## config.mk

```make
export PLATFORM = sky130hd
export DESIGN_NAME = sfc_merge_flat
export DESIGN_NICKNAME = d
export VERILOG_FILES = /design/src/sv/stereo_fir_convolver_defines.svh /design/src/sv/sfc_pkg.sv /design/src/sv/sfc_if.sv /design/src/sv/sfc_merge.sv /design/src/flat_wrapper.sv
export SDC_FILE = /design/constraint.sdc
export NUM_CORES = 1
export LEC_CHECK = 0
export BUFFER_PORTS_ARGS = -buffer_cell sky130_fd_sc_hd__buf_2
export CAP_MARGIN = 0
export CORE_MARGIN = 4
export CORE_UTILIZATION = 42
export DETAILED_ROUTE_END_ITERATION = 7
export GPL_TIMING_DRIVEN = 1
export PLACE_DENSITY = 0.81
export SLEW_MARGIN = 15
export SYNTH_ARGS = -nofsm -noshare
export SYNTH_HDL_FRONTEND = slang
export SYNTH_SLANG_ARGS = --single-unit
export TNS_END_PERCENT = 10
```

## constraint.sdc

```tcl
create_clock -name i_clk -period 2.53 [get_ports i_clk]
set_input_delay 0.253 -clock i_clk [delete_from_list [all_inputs] [get_ports i_clk]]
set_output_delay 0.253 -clock i_clk [all_outputs]
set_load 0.005 [all_outputs]
```

## src/sv/stereo_fir_convolver_defines.svh

```systemverilog
// Assertion macros used by the stereo FIR convolver top level.
`ifndef STEREO_FIR_CONVOLVER_DEFINES_SVH
`define STEREO_FIR_CONVOLVER_DEFINES_SVH

`ifndef SYNTHESIS
`define SFC_ASSERT_SAME(label, clk, rst_n, ante, cons) \
    label: assert property (@(posedge clk) disable iff (!rst_n) (ante) |-> (cons)) \
        else $error("stereo_fir_convolver: same-cycle check failed");
`define SFC_ASSERT_NEXT(label, clk, rst_n, ante, cons) \
    label: assert property (@(posedge clk) disable iff (!rst_n) (ante) |=> (cons)) \
        else $error("stereo_fir_convolver: next-cycle check failed");
`else
`define SFC_ASSERT_SAME(label, clk, rst_n, ante, cons)
`define SFC_ASSERT_NEXT(label, clk, rst_n, ante, cons)
`endif

`endif

```

## src/sv/sfc_pkg.sv

```systemverilog
// Shared constants and types of the stereo FIR convolver.
`timescale 1ns / 1ps
package sfc_pkg;

    localparam int MAX_TAPS    = 1024;
    localparam int SAMPLE_BITS = 24;
    localparam int COEF_BITS   = 24;

    localparam int ADDR_W     = $clog2(MAX_TAPS);
    localparam int CNT_W      = $clog2(MAX_TAPS + 1);
    localparam int TAPCNT_W   = 11;
    localparam int TAPIDX_W   = 10;
    localparam int CFG_IDX_W  = 2;
    localparam int CFG_DATA_W = 11;
    localparam int PROD_W     = SAMPLE_BITS + COEF_BITS;
    localparam int ACC_W      = PROD_W + $clog2(MAX_TAPS);

    typedef enum logic [1:0] {
        FUNC_FRAME = 2'd0,
        FUNC_TAP   = 2'd1,
        FUNC_CLEAR = 2'd2
    } t_func;

    typedef enum logic [CFG_IDX_W-1:0] {
        CFG_FILTER_ENABLED = 2'd0,
        CFG_TAP_COUNT      = 2'd1,
        CFG_SEPARATE_RIGHT = 2'd2,
        CFG_MONO_INPUT     = 2'd3
    } t_cfg_reg;

    typedef struct packed {
        logic              wr_hist;
        logic [ADDR_W-1:0] hist_wr_addr;
        logic [ADDR_W-1:0] hist_rd_addr;
        logic              wr_tap;
        logic [ADDR_W-1:0] tap_wr_addr;
        logic [ADDR_W-1:0] tap_rd_addr;
        logic              hist_ok;
        logic              clr_acc;
    } t_lane_ctl;

    typedef struct packed {
        logic load;
        logic pass;
    } t_merge_ctl;

endpackage

```

## src/sv/sfc_if.sv

```systemverilog


interface sfc_out_if;
    logic                                    valid;
    logic                                    ready;
    logic signed [sfc_pkg::SAMPLE_BITS-1:0]  left_out;
    logic signed [sfc_pkg::SAMPLE_BITS-1:0]  right_out;

    modport source (output valid, left_out, right_out, input ready);
    modport sink (input valid, left_out, right_out, output ready);
endinterface


```

## src/sv/sfc_merge.sv

```systemverilog
// Loads the output register with rounded, saturated lane sums or passed samples.
`timescale 1ns / 1ps
module sfc_merge (
    input  logic                                   i_clk,
    input  logic                                   i_rst_n,
    input  sfc_pkg::t_merge_ctl                    i_ctl,
    input  logic signed [sfc_pkg::ACC_W-1:0]       i_acc_l,
    input  logic signed [sfc_pkg::ACC_W-1:0]       i_acc_r,
    input  logic signed [sfc_pkg::SAMPLE_BITS-1:0] i_pass_l,
    input  logic signed [sfc_pkg::SAMPLE_BITS-1:0] i_pass_r,
    output logic                                   o_free,
    sfc_out_if.source                              o_result
);

    localparam int RSH = sfc_pkg::COEF_BITS - 2;
    localparam logic signed [sfc_pkg::ACC_W:0] RND = (sfc_pkg::ACC_W + 1)'(2 ** (RSH - 1));
    localparam logic signed [sfc_pkg::ACC_W:0] SAT_HI =
        {{(sfc_pkg::ACC_W + 2 - sfc_pkg::SAMPLE_BITS){1'b0}},
         {(sfc_pkg::SAMPLE_BITS - 1){1'b1}}};
    localparam logic signed [sfc_pkg::ACC_W:0] SAT_LO = ~SAT_HI;

    function automatic logic signed [sfc_pkg::SAMPLE_BITS-1:0] f_round_sat(
        input logic signed [sfc_pkg::ACC_W-1:0] acc
    );
        logic signed [sfc_pkg::ACC_W:0] v;
        logic signed [sfc_pkg::ACC_W:0] q;
        v = (sfc_pkg::ACC_W + 1)'(acc) + RND;
        q = v >>> RSH;
        if (q > SAT_HI) begin
            q = SAT_HI;
        end else if (q < SAT_LO) begin
            q = SAT_LO;
        end
        return q[sfc_pkg::SAMPLE_BITS-1:0];
    endfunction

    logic                                   r_valid;
    logic signed [sfc_pkg::SAMPLE_BITS-1:0] r_left;
    logic signed [sfc_pkg::SAMPLE_BITS-1:0] r_right;

    assign o_free = !r_valid || o_result.ready;

    always_ff @(posedge i_clk) begin
        if (!i_rst_n) begin
            r_valid <= 1'b0;
        end else if (i_ctl.load) begin
            r_valid <= 1'b1;
        end else if (o_result.ready) begin
            r_valid <= 1'b0;
        end
    end

    always_ff @(posedge i_clk) begin
        if (i_ctl.load) begin
            r_left  <= i_ctl.pass ? i_pass_l : f_round_sat(i_acc_l);
            r_right <= i_ctl.pass ? i_pass_r : f_round_sat(i_acc_r);
        end
    end

    assign o_result.valid     = r_valid;
    assign o_result.left_out  = r_left;
    assign o_result.right_out = r_right;

endmodule

```

## src/flat_wrapper.sv

```systemverilog
// flat-port wrapper written by rule: the top's interface ports become plain ports
module sfc_merge_flat 
  (i_clk, i_rst_n, i_ctl, i_acc_l, i_acc_r, i_pass_l, i_pass_r, o_free, o_result_valid, o_result_left_out, o_result_right_out, o_result_ready);
  sfc_out_if o_result_i ();
  input  logic i_clk;
  input  logic i_rst_n;
  input  sfc_pkg::t_merge_ctl i_ctl;
  input  logic signed [sfc_pkg::ACC_W-1:0] i_acc_l;
  input  logic signed [sfc_pkg::ACC_W-1:0] i_acc_r;
  input  logic signed [sfc_pkg::SAMPLE_BITS-1:0] i_pass_l;
  input  logic signed [sfc_pkg::SAMPLE_BITS-1:0] i_pass_r;
  output logic o_free;
  output wire logic [$bits(o_result_i.valid)-1:0] o_result_valid;
  output wire logic [$bits(o_result_i.left_out)-1:0] o_result_left_out;
  output wire logic [$bits(o_result_i.right_out)-1:0] o_result_right_out;
  input wire logic [$bits(o_result_i.ready)-1:0] o_result_ready;
  assign o_result_valid = o_result_i.valid;
  assign o_result_left_out = o_result_i.left_out;
  assign o_result_right_out = o_result_i.right_out;
  assign o_result_i.ready = o_result_ready;
  sfc_merge u_core (.i_clk(i_clk), .i_rst_n(i_rst_n), .i_ctl(i_ctl), .i_acc_l(i_acc_l), .i_acc_r(i_acc_r), .i_pass_l(i_pass_l), .i_pass_r(i_pass_r), .o_free(o_free), .o_result(o_result_i));
endmodule
```

Word-level counts from Yosys, hierarchy flattened
Index checks and enable logic that the tools add are counted.
{"block": "totals", "reg_bits": 49, "inputBits": 169, "output_inout_bits": 50, "word_cells": 20}
{"block": "op_classes", "n_addsub": 2, "order_cmp": 4, "mux": 8, "reduce_logical": 3}
{"cell": "24-bit 2-to-1 mux", "n": 6}
{"cell": "58-bit by 23-bit adder with 59-bit output, second input constant", "n": 2}
{"cell": "37-bit by 24-bit > comparator with 1-bit output, second input constant", "n": 2}
{"cell": "37-bit by 24-bit less-than comparator with 1-bit output, second input constant", "n": 2}
{"cell": "1-bit 2-to-1 mux", "n": 2}
{"cell": "2-bit nonzero test", "n": 1}
{"cell": "1-bit logical NOT", "n": 1}
{"cell": "1-bit logical OR", "n": 1}

Longest topological paths before layout
{"block": "depth", "depth_word": 5, "ltp_mapped": 10, "mapped_depth_nobuf": 8}

Worst setup path before layout
No wires, ideal clock.
{"block": "synth_path", "kind": "input to register", "from": "input port i_acc_r[31] (netlist bit)", "to": "register u_core.r_right (netlist bit u_core.o_result.right_out[13]) (data pin)", "setup_ps": 273, "t_arrival_ps": 2204, "required_ps": 2257, "slack_ps": 53, "path_stages": 9, "path_buffers": 2, "cell_sequence": "nand4_2 or4_1 o21a_1 or2_1 a2111oi_0 and4_1 buf_2 buf_6 o32ai_1"}
{"block": "synth_between", "elab_chain_len": 5, "elab_cells_between_ends": 6, "classes_between": "1 x add/sub; 2 x order compare; 3 x mux"}
{"item": "start, declared", "line": "flat_wrapper.sv:9", "source": "input logic signed [sfc_pkg::ACC_W-1:0] i_acc_r;"}
{"item": "58-bit by 23-bit adder with 59-bit output *", "line": "sfc_merge.sv:27", "source": "v = (sfc_pkg::ACC_W + 1)'(acc) + RND;"}
{"item": "37-bit by 24-bit less-than comparator with 1-bit output", "line": "sfc_merge.sv:31", "source": "end else if (q < SAT_LO) begin"}
{"item": "24-bit 2-to-1 mux", "line": "sfc_merge.sv:31"}
{"item": "24-bit 2-to-1 mux *", "line": "sfc_merge.sv:29", "source": "if (q > SAT_HI) begin"}
{"item": "24-bit 2-to-1 mux *", "line": "sfc_merge.sv:56", "source": "r_right <= i_ctl.pass ? i_pass_r : f_round_sat(i_acc_r);"}
{"item": "end signal, assigned", "line": "sfc_merge.sv:56"}
{"item": "end, declared", "line": "sfc_merge.sv:39", "source": "logic signed [sfc_pkg::SAMPLE_BITS-1:0] r_right;"}
Mark *: on every way between the ends. The rest lies on a longest branch, timed or not.
A chain may end at the register's enable or synchronous reset.

Worst setup path after layout
{"block": "layout_path", "from": "input port i_acc_r[39] (netlist bit)", "to": "register u_core.r_right (netlist bit u_core.o_result.right_out[10]) (data pin)"}
The elaborated chain is that of the path after synthesis.

==> metrics.cfg <==
[outcome]
outcome = complete, no violations

[clock_tree]
cts_root_buffer = clkbuf_8
cts_max_path_buffers = 2
cts_max_level = 2
clkSinkCount = 49
cts_tree = done
cts_setup_buffers = 0
clkTransAtPathRegs_ns = 0.09
cts_buffers = 5
clock_latency_ns = 0.30
hold_buffers = 0

[floorplan]
dieArea_sq_mm = 0.01162
rows = 36
die_h_um = 107.8
io_pins = 219
coreArea_sq_mm = 0.009729
start_util = 0.4299
die_x_um = 107.8

[global_route]
grt_pass1_wl_mm = 20.94
grt_usage = 0.2198
grt_overflow_total = 0
grt_max_degree = 38
first_global_vias = 4462
antenna_found_initial = 0

[synthesis]
synth_cells = 458
syn-num-nets = 629
yosys_warnings = 0
synth_cell_types = 59
ys_async_sr_fraction = 0
synth_edf_count = 48
synth_seq_area_share = 0.3494
ys_ff_latch = 49
avgSynthCellArea_sq_um = 9.133
yosys_most_used_dff = edfxtp_1
netlist_area_sq_mm = 0.004183

[cells_and_area]
register_area_sq_mm = 0.001461
fillCellCount = 863
drive_above_1_share = 0.4080
multi_input_area_sq_mm = 0.002592
areaGrowthSynthToFinish_pct = 37.66
fin_util = 0.5918
n_antenna_cell = 0
fin_nets = 849

[route]
dr.pass1.iters = 5
wl_per_cell_um = 16.35
via_count = 4609
postRouteAntennaNets = 0
drc_errors = 0
wirelength_mm = 13.28
routed_via_density = 5.676
drtIter0Drc = 243

[timing]
min_period_ns = 2.387
finalSetupTns_ns = 0
fin_crit_sh = 0.9434
worst_slew_pin_slew_ns = 0.6265
setup_viol = 0
finalMaxSlewViolations = 0
fmax_mhz = 419.0
fin_skew_ns = 0
slew_headroom = 0.5785
hold_violations = 0
rsz0062_at_grt = false
hold_ws_ns = 0.2000

[job]
maxCapViolCount = 0

[pwr]
p_leak_nw = 2.340
peakVddDrop_uv = 190.2
power.density_mw_per_mm2 = 386.6

[worst_setup_path]
crit_required_ns = 2.58
cp-end-kind = flip-flop
crit_type = primary input to flip-flop
worst-path-max-fanout = 23
start_kind = primary input
critical_path_arrival_ns = 2.44

[min_path]
hold_class = primary input to flip-flop

[placed_design]
port-buffer-count = 176
gp_congestion = 0.8894
place_hpwl_mm = 10.63

[path summary, 6_finish.rpt]
path                                           start                                       to  slack (ns)  cells past startpoint
setup reg to reg  u_core.o_result.valid$_SDFFE_PN0P_       u_core.o_result.valid$_SDFFE_PN0P_        1.90                      2
setup / recovery                         i_acc_r[39]  u_core.o_result.right_out[10]$_DFFE_PP_        0.14                      9
hold reg to reg   u_core.o_result.valid$_SDFFE_PN0P_       u_core.o_result.valid$_SDFFE_PN0P_        0.51                      2
hold / removal                               i_rst_n       u_core.o_result.valid$_SDFFE_PN0P_        0.20                      2
[logic make-up (layout without fill, tap and decap cells)]
group           Yosys count  after routing  share of synthesized area
buf+inv                  28            249                    0.03440
compound gates          101            101                     0.2091
mux                       4              4                   0.009871
flops                    49             49                     0.3494
xor+xnor                 51             51                     0.1068
fa+ha+maj                 2              2                   0.005982
simple gates            223            223                     0.2845
[synth_stat cells (all sizes together) (4+ instances only)]
| master | instances | share of area |
|---|---|---|
| and2 | 9 | 0.013 |
| nand3 | 43 | 0.053 |
| edfxtp | 48 | 0.34 |
| or4 | 4 | 0.0072 |
| nor3 | 8 | 0.011 |
| nor2 | 42 | 0.038 |
| nand4 | 26 | 0.042 |
| inv | 6 | 0.0054 |
| nand2 | 46 | 0.041 |
| xnor2 | 35 | 0.073 |
| o21ai | 29 | 0.035 |
| and3 | 12 | 0.018 |
| a2bb2oi | 23 | 0.074 |
| nor4 | 9 | 0.019 |
| o32ai | 23 | 0.048 |
| xor2 | 16 | 0.034 |
| or2 | 4 | 0.0060 |
| and4 | 5 | 0.010 |
| nor3b | 5 | 0.0090 |
| clkbuf | 14 | 0.013 |
| buf | 7 | 0.016 |
[cell usage in the layout, fill, tap and decap left out, drive strengths merged, types with 2 or more instances in the layout]
master and instances:
o32ai 23, a211oi 3, o211ai 2, inv 7
nand2 46, or3 3, edfxtp 48, a21boi 2
a211o 2, nor4 9, nor3b 5, and3 12
buf 234, nand2b 2, a2bb2oi 23, clkbuf 6
xor2 16, o21ai 29, or2 4, nor2 42
mux2i 3, or4 4, o21a 2, a31oi 2
o31ai 2, a21oi 2, and2 9, nor3 8
nand3 43, ha 2, or3b 2, xnor2 35
and4 5, nand4 26
[sequential cells by signal (all words and copies together) (netlist names)]
| register | count |
|---|---|
| u_core.o_result.left_out | 24 |
| u_core.o_result.valid | 1 |
| u_core.o_result.right_out | 24 |
[metal layers]
| metal | vias to the layer above | wire, um | GRT usage |
|---|---|---|---|
| li1 | 2219 | - | - |
| met1 | 2144 | 5523 | 0.2876 |
| met2 | 223 | 6537 | 0.3717 |
| met3 | 23 | 937 | 0.02819 |
| met4 | 0 | 281 | 0.07845 |
| met5 | - | 0 | 0 |
[report_power, final]
| part | leakage [nW] | internal, mW | total (mW) | switching (mW) |
|---|---|---|---|---|
| logic | 1.80 | 0.299 | 0.609 | 0.310 |
| registers | 0.482 | 0.981 | 0.998 | 0.0173 |
| clock network | 0.0574 | 0.322 | 0.619 | 0.296 |
| total | 2.34 | 1.60 | 2.23 | 0.624 |
[worst max-delay path, stage by stage]
cell and delay, ns:
buf_2 0.12, nand3_1 0.14, or4_1 0.55, o21a_1 0.21
or2_1 0.26, a2111oi_2 0.32, and4_1 0.29, buf_12 0.17
o32ai_1 0.11
[final cells by class]
cell class	count	share of cell area
clock buffers	6	0.01434
clock inverters	2	0.006519
inverters	7	0.004563
multi-input cells	381	0.4502
flip-flops and latches	49	0.2538
well taps	133	0.02890
repair buffers	234	0.2416
[timing repair]
action / in CTS / in global routing
resized for setup: 0 / 2
endpoints found under the hold margin: 0 / 0
setup endpoints to repair: 0 / 23
[per-stage QoR]
stage          power (mW)  instance area, sq um  instances  setup WS, ns
6_report            2.226                  5758        812        0.1431
2_1_floorplan       1.272                  4183        458       0.05315
3_3_place_gp        1.600                  5632        804       -0.1863
5_1_grt             2.336                  5758        812      0.008925
4_1_cts             2.234                  5752        812       0.07501
3_5_place_dp        1.622                  5632        804       -0.2498
(Power assumes the default switching activity.)
